File: src/rtl/css_pkg.sv
package css_pkg;

    typedef struct packed {
        logic start_button;
        logic cradle_sensor;
        logic piece_sensor;
    } css_in_t;

    typedef struct packed {
        logic        step_pulse;
        logic        driver_disable;
        logic        stamp_out;
        logic [15:0] piece_count;
        logic [2:0]  display_status;
    } css_out_t;

    typedef struct packed {
        logic [7:0]  step_half_ticks;
        logic [9:0]  stamp_pulse_ticks;
        logic [12:0] stamp_settle_ticks;
        logic [12:0] announce_ticks;
        logic [3:0]  extra_steps;
    } css_cfg_t;

    localparam int CFG_INDEX_BITS = 3;
    localparam int CFG_DATA_BITS  = 13;

    localparam logic [CFG_INDEX_BITS-1:0] REG_STEP_HALF    = 3'd0;
    localparam logic [CFG_INDEX_BITS-1:0] REG_STAMP_PULSE  = 3'd1;
    localparam logic [CFG_INDEX_BITS-1:0] REG_STAMP_SETTLE = 3'd2;
    localparam logic [CFG_INDEX_BITS-1:0] REG_ANNOUNCE     = 3'd3;
    localparam logic [CFG_INDEX_BITS-1:0] REG_EXTRA_STEPS  = 3'd4;

    localparam logic [7:0]  RST_STEP_HALF    = 8'd2;
    localparam logic [9:0]  RST_STAMP_PULSE  = 10'd100;
    localparam logic [12:0] RST_STAMP_SETTLE = 13'd1100;
    localparam logic [12:0] RST_ANNOUNCE     = 13'd6000;
    localparam logic [3:0]  RST_EXTRA_STEPS  = 4'd3;

    localparam logic [2:0] STATUS_PROMPT   = 3'd0;
    localparam logic [2:0] STATUS_STARTING = 3'd1;
    localparam logic [2:0] STATUS_LOCKED   = 3'd2;
    localparam logic [2:0] STATUS_AUTO     = 3'd3;
    localparam logic [2:0] STATUS_COUNT    = 3'd4;

    localparam logic [3:0] STAMPS_WITH_PIECE = 4'd2;
    localparam logic [3:0] STAMPS_NO_PIECE   = 4'd4;
    localparam int         LAST_LOW_TICKS    = 10;

    typedef enum logic [3:0] {
        PH_IDLE      = 4'd0,
        PH_ANNOUNCE  = 4'd1,
        PH_SEEK_HI   = 4'd2,
        PH_SEEK_LO   = 4'd3,
        PH_PASS_HI   = 4'd4,
        PH_PASS_LO   = 4'd5,
        PH_STAMP_ON  = 4'd6,
        PH_STAMP_OFF = 4'd7,
        PH_SETTLE    = 4'd8,
        PH_LEAVE_HI  = 4'd9,
        PH_LEAVE_LO  = 4'd10,
        PH_EXTRA_HI  = 4'd11,
        PH_EXTRA_LO  = 4'd12
    } css_phase_t;

endpackage

File: src/rtl/conveyor_stamp_sequencer_top.sv
// Channel  | Handshake                  | Payload
// item     | item_valid / item_ready    | item: start, cradle and piece sensor levels
// result   | result_valid / result_ready| result: step, disable, stamp, count, status
// cfg      | cfg_valid / cfg_ready      | cfg_index, cfg_data
//
// One item is taken per clock while the result side is not stalled; each item passes from the input
// register into the result register, where it is held until it is taken at a later edge.
// The sequencer state advances by one tick when the input register hands its item on.
// A stalled result holds both stages; item_ready drops only when both are full.
// Reset loads the register defaults and puts the sequencer at the idle prompt.
module conveyor_stamp_sequencer_top #(
    parameter int COUNT_BITS = 16,
    parameter int TIMER_BITS = 13
) (
    input  logic                                  clk,
    input  logic                                  rst_n,
    input  logic                                  item_valid,
    output logic                                  item_ready,
    input  css_pkg::css_in_t                      item,
    output logic                                  result_valid,
    input  logic                                  result_ready,
    output css_pkg::css_out_t                     result,
    input  logic                                  cfg_valid,
    output logic                                  cfg_ready,
    input  logic [css_pkg::CFG_INDEX_BITS-1:0]    cfg_index,
    input  logic [css_pkg::CFG_DATA_BITS-1:0]     cfg_data
);
    import css_pkg::*;

    css_cfg_t cfg;
    css_in_t  item_reg;
    logic     item_valid_reg;
    css_out_t result_reg;
    logic     result_valid_reg;
    css_out_t tick_result;
    logic     advance;

    assign advance      = item_valid_reg && (!result_valid_reg || result_ready);
    assign item_ready   = !item_valid_reg || advance;
    assign result_valid = result_valid_reg;
    assign result       = result_reg;

    css_cfg u_cfg (
        .clk       (clk),
        .rst_n     (rst_n),
        .cfg_valid (cfg_valid),
        .cfg_ready (cfg_ready),
        .cfg_index (cfg_index),
        .cfg_data  (cfg_data),
        .cfg       (cfg)
    );

    css_ctrl #(
        .COUNT_BITS (COUNT_BITS),
        .TIMER_BITS (TIMER_BITS)
    ) u_ctrl (
        .clk     (clk),
        .rst_n   (rst_n),
        .advance (advance),
        .item    (item_reg),
        .cfg     (cfg),
        .result  (tick_result)
    );

    always_ff @(posedge clk or negedge rst_n)
    begin
        if (!rst_n)
        begin
            item_valid_reg   <= 1'b0;
            result_valid_reg <= 1'b0;
        end
        else
        begin
            if (item_ready)
            begin
                item_valid_reg <= item_valid;
            end
            if (advance)
            begin
                result_valid_reg <= 1'b1;
            end
            else if (result_ready)
            begin
                result_valid_reg <= 1'b0;
            end
        end
    end

    always_ff @(posedge clk)
    begin
        if (item_valid && item_ready)
        begin
            item_reg <= item;
        end
        if (advance)
        begin
            result_reg <= tick_result;
        end
    end

endmodule

File: src/rtl/css_cfg.sv
module css_cfg (
    input  logic                                  clk,
    input  logic                                  rst_n,
    input  logic                                  cfg_valid,
    output logic                                  cfg_ready,
    input  logic [css_pkg::CFG_INDEX_BITS-1:0]    cfg_index,
    input  logic [css_pkg::CFG_DATA_BITS-1:0]     cfg_data,
    output css_pkg::css_cfg_t                     cfg
);
    import css_pkg::*;

    css_cfg_t cfg_reg;

    assign cfg_ready = 1'b1;
    assign cfg       = cfg_reg;

    // Writes to an index beyond the register list are dropped.
    always_ff @(posedge clk or negedge rst_n)
    begin
        if (!rst_n)
        begin
            cfg_reg.step_half_ticks    <= RST_STEP_HALF;
            cfg_reg.stamp_pulse_ticks  <= RST_STAMP_PULSE;
            cfg_reg.stamp_settle_ticks <= RST_STAMP_SETTLE;
            cfg_reg.announce_ticks     <= RST_ANNOUNCE;
            cfg_reg.extra_steps        <= RST_EXTRA_STEPS;
        end
        else if (cfg_valid)
        begin
            unique case (cfg_index)
                REG_STEP_HALF:    cfg_reg.step_half_ticks    <= cfg_data[7:0];
                REG_STAMP_PULSE:  cfg_reg.stamp_pulse_ticks  <= cfg_data[9:0];
                REG_STAMP_SETTLE: cfg_reg.stamp_settle_ticks <= cfg_data[12:0];
                REG_ANNOUNCE:     cfg_reg.announce_ticks     <= cfg_data[12:0];
                REG_EXTRA_STEPS:  cfg_reg.extra_steps        <= cfg_data[3:0];
                default:          ;
            endcase
        end
    end

endmodule

File: src/rtl/css_ctrl.sv
module css_ctrl #(
    parameter int COUNT_BITS = 16,
    parameter int TIMER_BITS = 13
) (
    input  logic                clk,
    input  logic                rst_n,
    input  logic                advance,
    input  css_pkg::css_in_t    item,
    input  css_pkg::css_cfg_t   cfg,
    output css_pkg::css_out_t   result
);
    import css_pkg::*;

    css_phase_t            phase_reg, phase_next;
    logic [TIMER_BITS-1:0] timer_reg, timer_next;
    logic                  armed_reg, armed_next;
    logic                  arms_reg, arms_next;
    logic                  latched_reg, latched_next;
    logic [3:0]            pulses_reg, pulses_next;
    logic [COUNT_BITS-1:0] total_reg, total_next;
    logic [2:0]            shown_reg, shown_next;
    logic                  drive_off_reg, drive_off_next;
    logic                  piece_reg, piece_next;

    logic [TIMER_BITS-1:0] step_len;
    logic [TIMER_BITS-1:0] pulse_len;
    logic [TIMER_BITS-1:0] settle_len;
    logic [TIMER_BITS-1:0] announce_len;
    logic [TIMER_BITS-1:0] timer_dec;
    logic                  timer_done;

    // An interval programmed as zero still lasts one tick.
    function automatic logic [TIMER_BITS-1:0] min_one(input logic [TIMER_BITS-1:0] len);
        min_one = (len == '0) ? TIMER_BITS'(1) : len;
    endfunction

    assign step_len     = min_one(TIMER_BITS'(cfg.step_half_ticks));
    assign pulse_len    = min_one(TIMER_BITS'(cfg.stamp_pulse_ticks));
    assign settle_len   = min_one(TIMER_BITS'(cfg.stamp_settle_ticks));
    assign announce_len = min_one(TIMER_BITS'(cfg.announce_ticks));
    assign timer_dec    = (timer_reg != '0) ? timer_reg - TIMER_BITS'(1) : '0;
    assign timer_done   = (timer_dec == '0);

    always_ff @(posedge clk or negedge rst_n)
    begin
        if (!rst_n)
        begin
            phase_reg     <= PH_IDLE;
            timer_reg     <= '0;
            armed_reg     <= 1'b0;
            arms_reg      <= 1'b1;
            latched_reg   <= 1'b0;
            pulses_reg    <= '0;
            total_reg     <= '0;
            shown_reg     <= STATUS_PROMPT;
            drive_off_reg <= 1'b1;
            piece_reg     <= 1'b0;
        end
        else if (advance)
        begin
            phase_reg     <= phase_next;
            timer_reg     <= timer_next;
            armed_reg     <= armed_next;
            arms_reg      <= arms_next;
            latched_reg   <= latched_next;
            pulses_reg    <= pulses_next;
            total_reg     <= total_next;
            shown_reg     <= shown_next;
            drive_off_reg <= drive_off_next;
            piece_reg     <= piece_next;
        end
    end

    // The tick is resolved in order: phase work, then the start of a work
    // cycle, then the start of stamping, then an abort, then an idle tick.
    always_comb
    begin
        logic go_top;
        logic go_stamp;
        logic go_abort;
        logic go_idle;

        go_top         = 1'b0;
        go_stamp       = 1'b0;
        go_abort       = 1'b0;
        go_idle        = 1'b0;
        phase_next     = phase_reg;
        timer_next     = timer_reg;
        armed_next     = armed_reg;
        arms_next      = arms_reg;
        latched_next   = latched_reg;
        pulses_next    = pulses_reg;
        total_next     = total_reg;
        shown_next     = shown_reg;
        drive_off_next = drive_off_reg;
        piece_next     = piece_reg;

        unique case (phase_reg)
            PH_IDLE:
            begin
                go_idle = 1'b1;
            end
            PH_ANNOUNCE:
            begin
                timer_next = timer_dec;
                if (timer_done)
                begin
                    if (armed_reg)
                    begin
                        shown_next = STATUS_AUTO;
                        go_top     = 1'b1;
                    end
                    else
                    begin
                        go_idle = 1'b1;
                    end
                end
            end
            PH_SEEK_HI, PH_PASS_HI, PH_LEAVE_HI:
            begin
                if (item.start_button)
                begin
                    go_abort = 1'b1;
                end
                else
                begin
                    timer_next = timer_dec;
                    if (timer_done)
                    begin
                        phase_next = css_phase_t'(phase_reg + 4'd1);
                        timer_next = step_len;
                    end
                end
            end
            PH_SEEK_LO:
            begin
                if (item.start_button)
                begin
                    go_abort = 1'b1;
                end
                else
                begin
                    timer_next = timer_dec;
                    if (timer_done)
                    begin
                        latched_next = item.cradle_sensor;
                        phase_next   = item.cradle_sensor ? PH_PASS_HI : PH_SEEK_HI;
                        timer_next   = step_len;
                    end
                end
            end
            PH_PASS_LO:
            begin
                if (item.start_button)
                begin
                    go_abort = 1'b1;
                end
                else
                begin
                    timer_next = timer_dec;
                    if (timer_done)
                    begin
                        latched_next = item.cradle_sensor;
                        if (item.cradle_sensor)
                        begin
                            phase_next = PH_PASS_HI;
                            timer_next = step_len;
                        end
                        else
                        begin
                            go_stamp = 1'b1;
                        end
                    end
                end
            end
            PH_STAMP_ON:
            begin
                timer_next = timer_dec;
                if (timer_done)
                begin
                    phase_next = PH_STAMP_OFF;
                    timer_next = pulse_len;
                end
            end
            PH_STAMP_OFF:
            begin
                timer_next = timer_dec;
                if (timer_done)
                begin
                    pulses_next = pulses_reg - 4'd1;
                    if (!pulses_next[0])
                    begin
                        phase_next = PH_SETTLE;
                        timer_next = settle_len;
                    end
                    else
                    begin
                        phase_next = PH_STAMP_ON;
                        timer_next = pulse_len;
                    end
                end
            end
            PH_SETTLE:
            begin
                timer_next = timer_dec;
                if (timer_done)
                begin
                    if (pulses_reg != 4'd0)
                    begin
                        phase_next = PH_STAMP_ON;
                        timer_next = pulse_len;
                    end
                    else
                    begin
                        if (piece_reg)
                        begin
                            total_next     = total_reg + COUNT_BITS'(1);
                            shown_next     = STATUS_COUNT;
                            drive_off_next = 1'b1;
                        end
                        if (item.start_button)
                        begin
                            go_abort = 1'b1;
                        end
                        else if (latched_reg)
                        begin
                            drive_off_next = 1'b0;
                            phase_next     = PH_LEAVE_HI;
                            timer_next     = step_len;
                        end
                        else
                        begin
                            go_top = 1'b1;
                        end
                    end
                end
            end
            PH_LEAVE_LO:
            begin
                if (item.start_button)
                begin
                    go_abort = 1'b1;
                end
                else
                begin
                    timer_next = timer_dec;
                    if (timer_done)
                    begin
                        latched_next = item.cradle_sensor;
                        if (item.cradle_sensor)
                        begin
                            phase_next = PH_LEAVE_HI;
                            timer_next = step_len;
                        end
                        else if (cfg.extra_steps == 4'd0)
                        begin
                            go_top = 1'b1;
                        end
                        else
                        begin
                            pulses_next = cfg.extra_steps;
                            phase_next  = PH_EXTRA_HI;
                            timer_next  = step_len;
                        end
                    end
                end
            end
            PH_EXTRA_HI:
            begin
                if (item.start_button)
                begin
                    go_abort = 1'b1;
                end
                else
                begin
                    timer_next = timer_dec;
                    if (timer_done)
                    begin
                        phase_next = PH_EXTRA_LO;
                        timer_next = (pulses_reg <= 4'd1) ? TIMER_BITS'(LAST_LOW_TICKS)
                                                          : step_len;
                    end
                end
            end
            PH_EXTRA_LO:
            begin
                if (item.start_button)
                begin
                    go_abort = 1'b1;
                end
                else
                begin
                    timer_next = timer_dec;
                    if (timer_done)
                    begin
                        pulses_next = (pulses_reg != 4'd0) ? pulses_reg - 4'd1 : 4'd0;
                        if (pulses_next != 4'd0)
                        begin
                            phase_next = PH_EXTRA_HI;
                            timer_next = step_len;
                        end
                        else
                        begin
                            go_top = 1'b1;
                        end
                    end
                end
            end
            default:
            begin
                go_abort = 1'b1;
            end
        endcase

        if (go_top)
        begin
            if (item.start_button)
            begin
                go_abort = 1'b1;
            end
            else if (!latched_next)
            begin
                drive_off_next = 1'b0;
                phase_next     = PH_SEEK_HI;
                timer_next     = step_len;
            end
            else
            begin
                go_stamp = 1'b1;
            end
        end

        if (go_stamp)
        begin
            if (item.start_button)
            begin
                go_abort = 1'b1;
            end
            else
            begin
                piece_next  = item.piece_sensor;
                pulses_next = item.piece_sensor ? STAMPS_WITH_PIECE : STAMPS_NO_PIECE;
                if (!item.piece_sensor)
                begin
                    drive_off_next = 1'b1;
                end
                phase_next = PH_STAMP_ON;
                timer_next = pulse_len;
            end
        end

        if (go_abort)
        begin
            armed_next = 1'b0;
            go_idle    = 1'b1;
        end

        if (go_idle)
        begin
            phase_next     = PH_IDLE;
            timer_next     = '0;
            drive_off_next = 1'b1;
            shown_next     = STATUS_PROMPT;
            latched_next   = item.cradle_sensor;
            if (item.start_button)
            begin
                armed_next = arms_reg;
                arms_next  = !arms_reg;
                shown_next = arms_reg ? STATUS_STARTING : STATUS_LOCKED;
                phase_next = PH_ANNOUNCE;
                timer_next = announce_len;
            end
        end
    end

    always_comb
    begin
        result.step_pulse     = (phase_next == PH_SEEK_HI) || (phase_next == PH_PASS_HI) ||
                                (phase_next == PH_LEAVE_HI) || (phase_next == PH_EXTRA_HI);
        result.driver_disable = drive_off_next;
        result.stamp_out      = (phase_next == PH_STAMP_ON);
        result.piece_count    = 16'(total_next);
        result.display_status = shown_next;
    end

endmodule
File: config.mk
export PLATFORM = sky130hd
export DESIGN_NAME = conveyor_stamp_sequencer_top
export DESIGN_NICKNAME = d
export VERILOG_FILES = /design/src/rtl/css_pkg.sv /design/src/rtl/conveyor_stamp_sequencer_top.sv /design/src/rtl/css_cfg.sv /design/src/rtl/css_ctrl.sv
export SDC_FILE = /design/constraint.sdc
export NUM_CORES = 1
export LEC_CHECK = 0
export BUFFER_PORTS_ARGS = -buffer_cell sky130_fd_sc_hd__buf_2
export CAP_MARGIN = 10
export CORE_UTILIZATION = 25
export DETAILED_ROUTE_END_ITERATION = 10
export PLACE_DENSITY_LB_ADDON = 0.1
export SYNTH_ARGS = -nofsm -noshare
export SYNTH_HDL_FRONTEND = slang
export SYNTH_HIERARCHICAL = 1
export SYNTH_SLANG_ARGS = --single-unit
export TNS_END_PERCENT = 30
File: constraint.sdc
create_clock -name clk -period 5.95 [get_ports clk]
set_input_delay 0.2975 -clock clk [delete_from_list [all_inputs] [get_ports clk]]
set_output_delay 0.2975 -clock clk [all_outputs]
set_load 0.01 [all_outputs]
# == After elaboration in Yosys (flattened, before gate mapping) ==
# Index checks and enable logic that the tools add are counted.
# classes
n_addsub,4
magnitude_cmp,1
eq_ne,21
n_mux,147
bitwise_logic,1
n_reduce_logical,34
# op_table
op,n
two-way mux 13 bit,32
two-way mux 4 bit,39
one-hot mux 13 bit (9 select lines),1
two-way mux 16 bit,4
two-way mux 1 bit,53
zero test 13 bit,3
one-hot mux 4 bit (9 select lines),1
"== test 4 bit, second input constant",7
two-way mux 3 bit,9
"== test 4 x 3 -> 1 bit, second input constant",6
"adder 16 x 1 -> 16 bit, second input constant",1
nonzero test 13 bit,1
"subtractor 13 x 1 -> 13 bit, second input constant",1
"== test 4 x 2 -> 1 bit, second input constant",3
one-hot mux 4 bit (3 select lines),1
zero test 10 bit,1
two-way mux 10 bit,1
AND reduction 2 bit,5
zero test 4 bit,2
zero test 8 bit,1
two-way mux 8 bit,1
nonzero test 4 bit,2
OR reduction 4 bit,2
OR reduction 8 bit,1
20 further kinds,30
# totals
regBits,120
input_bits,24
wordCells,233

# == Depth between registers and ports, before layout ==
# depth
word_depth,17
mapped_depth,20
ltp_nobuf,18

# == By module ==
# Netlist, hierarchy kept.
# modules_own_cells
module,n_inst,cells_each,area_per_inst_um2,seq_area_each_um2
css_ctrl,1,747,5385.2,1128.6
css_cfg,1,106,1869.3,1222.4
conveyor_stamp_sequencer_top,1,33,854.6,800.8

# == Worst setup path after synthesis ==
# Ideal clock, no wire load.
# synth_path
path_type,reg-to-reg
startpoint,reg u_ctrl.timer_reg[0]
endpoint,"reg result_reg, in the netlist result[21], data pin"
arrival_ps,4396
t_required_ps,5797
slack_ps,1401
path_stages_with_launch,21
n_path_buf,2
period_less_slack_ps,4549
cell_sequence,dfrtp_1 inv_1 ha_1 or3b_2 nor4_1 mux2_2 or2_2 buf_2 nor2_4 inv_2 clkbuf_1 ha_1 o2bb2ai_1 a211oi_1 o221ai_1 a21oi_1 nand4_1 a22oi_2 nand2_1 or3_1 a31oi_1
# synth_lines
element,line,source
from (decl),css_ctrl.sv:15,"logic [TIMER_BITS-1:0] timer_reg, timer_next;"
from (signal assigned),css_ctrl.sv:62,timer_reg <= timer_next;
to (signal assigned),conveyor_stamp_sequencer_top.sv:97,result_reg <= tick_result;
to (decl),conveyor_stamp_sequencer_top.sv:33,css_out_t result_reg;

==> impl_metrics.csv <==
group,metric,value,unit
run_status,outcome,"finished, final reports clean",
sta,rsz0062_at_grt,"no",
yosys,yosysTopAreaCellShare,0.235,
sta,setup_tns,0,ns
sta,slew_viol_final,0,
floorplanning,io-pin-count,49,
run,cap_violations,0,
global_route,grt_use_total,0.191,
clocking,clk_latency,0.44,ns
worst_setup_path,arrival,5.34,ns
yosys,synthCells,886,
finish,finalNonFillerCells,1325,
global_route,grt_pass1_vias,7217,
finish,area_growth_syn_to_layout,14.8,%
finish,n_antenna_cell,0,
pwr,power_frac_comb,0.461,
sta,fin_crit_sh,0.853,
yosys,synth_seq_area_share,0.389,
clocking,cts_root_buf,"clkbuf_16",
floorplanning,initial_core_util,0.256,
yosys,netlist-cell-type-count,92,
finish,drive_above_1_share,0.212,
clocking,cts.sinks,120,
sta,relSlewSlack,0.199,
pwr,ir_worst_vdd,193,uV
sta,skew,0.0112,ns
placed_design,io_buffers,47,
sta,min_period,5.08,ns
clocking,h-tree-depth,4,
clocking,cts_tree,"built",
yosys,syn-num-nets,921,
yosys,ys_top_cells_by_count,"nand2_1, nor2_1, dfrtp_1, o21ai_0, mux2_2",
yosys,yosysMostFrequentCell,"nand2_1",
detailed_routing,firstDrtPassIters,7,
clocking,cts_resized,0,
yosys,syn_area,8110,sq um
worst_setup_path,endpoint_kind,"flop",
finish,largest_reg_flops,48,
yosys,synth_edf_count,25,
finish,nFillCells,3375,
placed_design,placed_cells,1292,
pwr,pwr-share-clk,0.240,
clocking,cts_buffer_depth,2,
pwr,p_sw,0.00195,W
yosys,syn_area_per_cell,9.15,sq um
pwr,leakage,3.62,nW
detailed_routing,wire_per_inst,23.3,um
floorplanning,design.die.area,33200,sq um
detailed_routing,drt_iter0_drc,777,
clocking,cts_buffers,17,
global_route,grt_max_degree,58,
detailed_routing,ant_nets,0,
sta,finalHoldViolCount,0,
floorplanning,die_w,182,um
placed_design,gp_congestion,0.868,
sta,final-setup-viol-count,0,
detailed_routing,vias,7578,
pwr,power_frac_seq,0.299,
floorplanning,coreArea,31700,sq um
clocking,clk_pin_slew,0.06,ns
global_route,overflow,0,
yosys,synthTopCellsByArea,"dfrtp_1, edfxtp_1, mux2_2",
yosys,synth_warnings,6,
yosys,async_flop_share,0.792,
worst_setup_path,cp-start-kind,"flop",
floorplanning,die_h,182,um
detailed_routing,post-route-drc-count,0,
sta,worst_pin_slew,1.20,ns
pwr,switching_share,0.452,
worst_setup_path,crit_fanout,26,
sta,fmax,197,MHz
global_route,grt_first_pass_wirelength,47200,um
worst_setup_path,r2r_slack,0.87,ns
min_path,hold_path_class,"input port to flop",
yosys,ys_seq_elements,120,
yosys,synth_flop_cell,"dfrtp_1",
finish,nNetsFinal,945,
pwr,p_int,0.00237,W
floorplanning,rows,65,
global_route,antenna_found_initial,0,
pwr,power_density,464,nW/um^2
worst_setup_path,crit_required,6.22,ns
detailed_routing,viasPerCell,5.72,
placed_design,place_hpwl,22000,um
detailed_routing,wl,30900,um
worst_setup_path,critPathKind,"flop to flop",
yosys,synth.largest_area_cell,"dfrtp_1",
-- layout make-up --
| cell class | instances | area [sq um] | area share |
|---|---|---|---|
| timing repair buffer | 63 | 360 | 0.0387 |
| inverter | 19 | 71.3 | 0.00766 |
| clock inverter | 12 | 124 | 0.0133 |
| multi-input combinational | 689 | 4640 | 0.499 |
| clock buffer | 20 | 458 | 0.0492 |
| tap | 402 | 503 | 0.0540 |
| sequential | 120 | 3150 | 0.338 |
-- through the flow --
stage | utilization | setup WS, ns | total power (W) | hold slack (ns) | instance area (sq um)
after floorplan | - | 1.40 | 0.00258 | 0.00191 | 8110
after global placement | 0.275 | 1.09 | 0.00327 | 0.328 | 8720
after detailed placement | 0.275 | 1.02 | 0.00323 | 0.314 | 8720
after CTS | 0.294 | 0.975 | 0.00429 | 0.0126 | 9310
after global routing | 0.294 | 0.602 | 0.00456 | 0.0261 | 9310
final | 0.294 | 0.872 | 0.00432 | 0.0368 | 9310
-- worst paths after layout --
check | from | depth (start not counted) | to
setup / recovery | u_ctrl/timer_reg[0] | 18 | result[21]
hold / removal | item[0] | 1 | item_reg[0]
setup reg to reg | u_ctrl/timer_reg[0] | 18 | result[21]
hold reg to reg | u_ctrl/total_reg[15] | 1 | u_ctrl/total_reg[15]
max in group asynchronous | rst_n | 3 | u_ctrl/armed_reg
min in group asynchronous | rst_n | 2 | u_cfg/cfg[34]
-- kinds of logic (layout without fill, tap and decap cells) --
logic type      after synthesis  after routing  synth area share
compound gates              256            256             0.217
xor+xnor                     38             38            0.0410
fa+ha+maj                    11             11            0.0170
buf+inv                      77            114            0.0395
flops                       120            120             0.389
mux                          67             67            0.0917
other cells                   1              1          0.000462
simple gates                316            316             0.204
-- critical path, stage by stage (launching register included) --
cell and delay [ns]:
dfrtp_1 0.45, inv_1 0.15, ha_1 0.28, or3b_2 0.52, nor4_1 0.25, mux2_2 0.42
or2_2 0.42, nor2_4 0.12, inv_2 0.23, ha_1 0.30, o2bb2ai_1 0.12, a211oi_1 0.24
o221ai_1 0.16, a21oi_1 0.18, nand4_1 0.14, a22oi_2 0.28, nand2_1 0.11, or3_1 0.38
a31oi_1 0.14
-- power by group through the flow --
stage	clock, W	sequential, W	combinational, W
3_5_place_dp	0	0.00130	0.00193
2_1_floorplan	0	0.00114	0.00144
3_3_place_gp	0	0.00131	0.00196
4_1_cts	0.00106	0.00129	0.00194
6_report	0.00103	0.00129	0.00199
5_1_grt	0.00109	0.00132	0.00214
-- per-layer routing --
layer / track usage / share of wire / vias up
met5: 0 / 0 / -
met3: 0.0339 / 0.059 / 69
met2: 0.276 / 0.43 / 335
li1: - / - / 3389
met4: 0.0881 / 0.036 / 0
met1: 0.274 / 0.47 / 3785
-- layout by cell type, fill, tap and decap left out, types with 12 or more instances in the layout --
cell type  instances
a21oi_1           43
buf_4             16
nand4_1           12
buf_2             46
clkbuf_16         18
xnor2_1           23
nand3_1           25
nor4_1            14
mux2_2            57
nor3_1            25
xor2_1            15
a31oi_1           16
nand2_1           88
nor2_1            78
dfstp_2           19
inv_1             17
edfxtp_1          25
o21ai_0           60
dfrtp_1           76
-- what timing repair did --
action	CTS	global route
hold endpoints to repair	27	0
hold buffers	1	0
setup endpoints to repair	0	0
setup buffers	0	0
(Power assumes the default switching activity.)
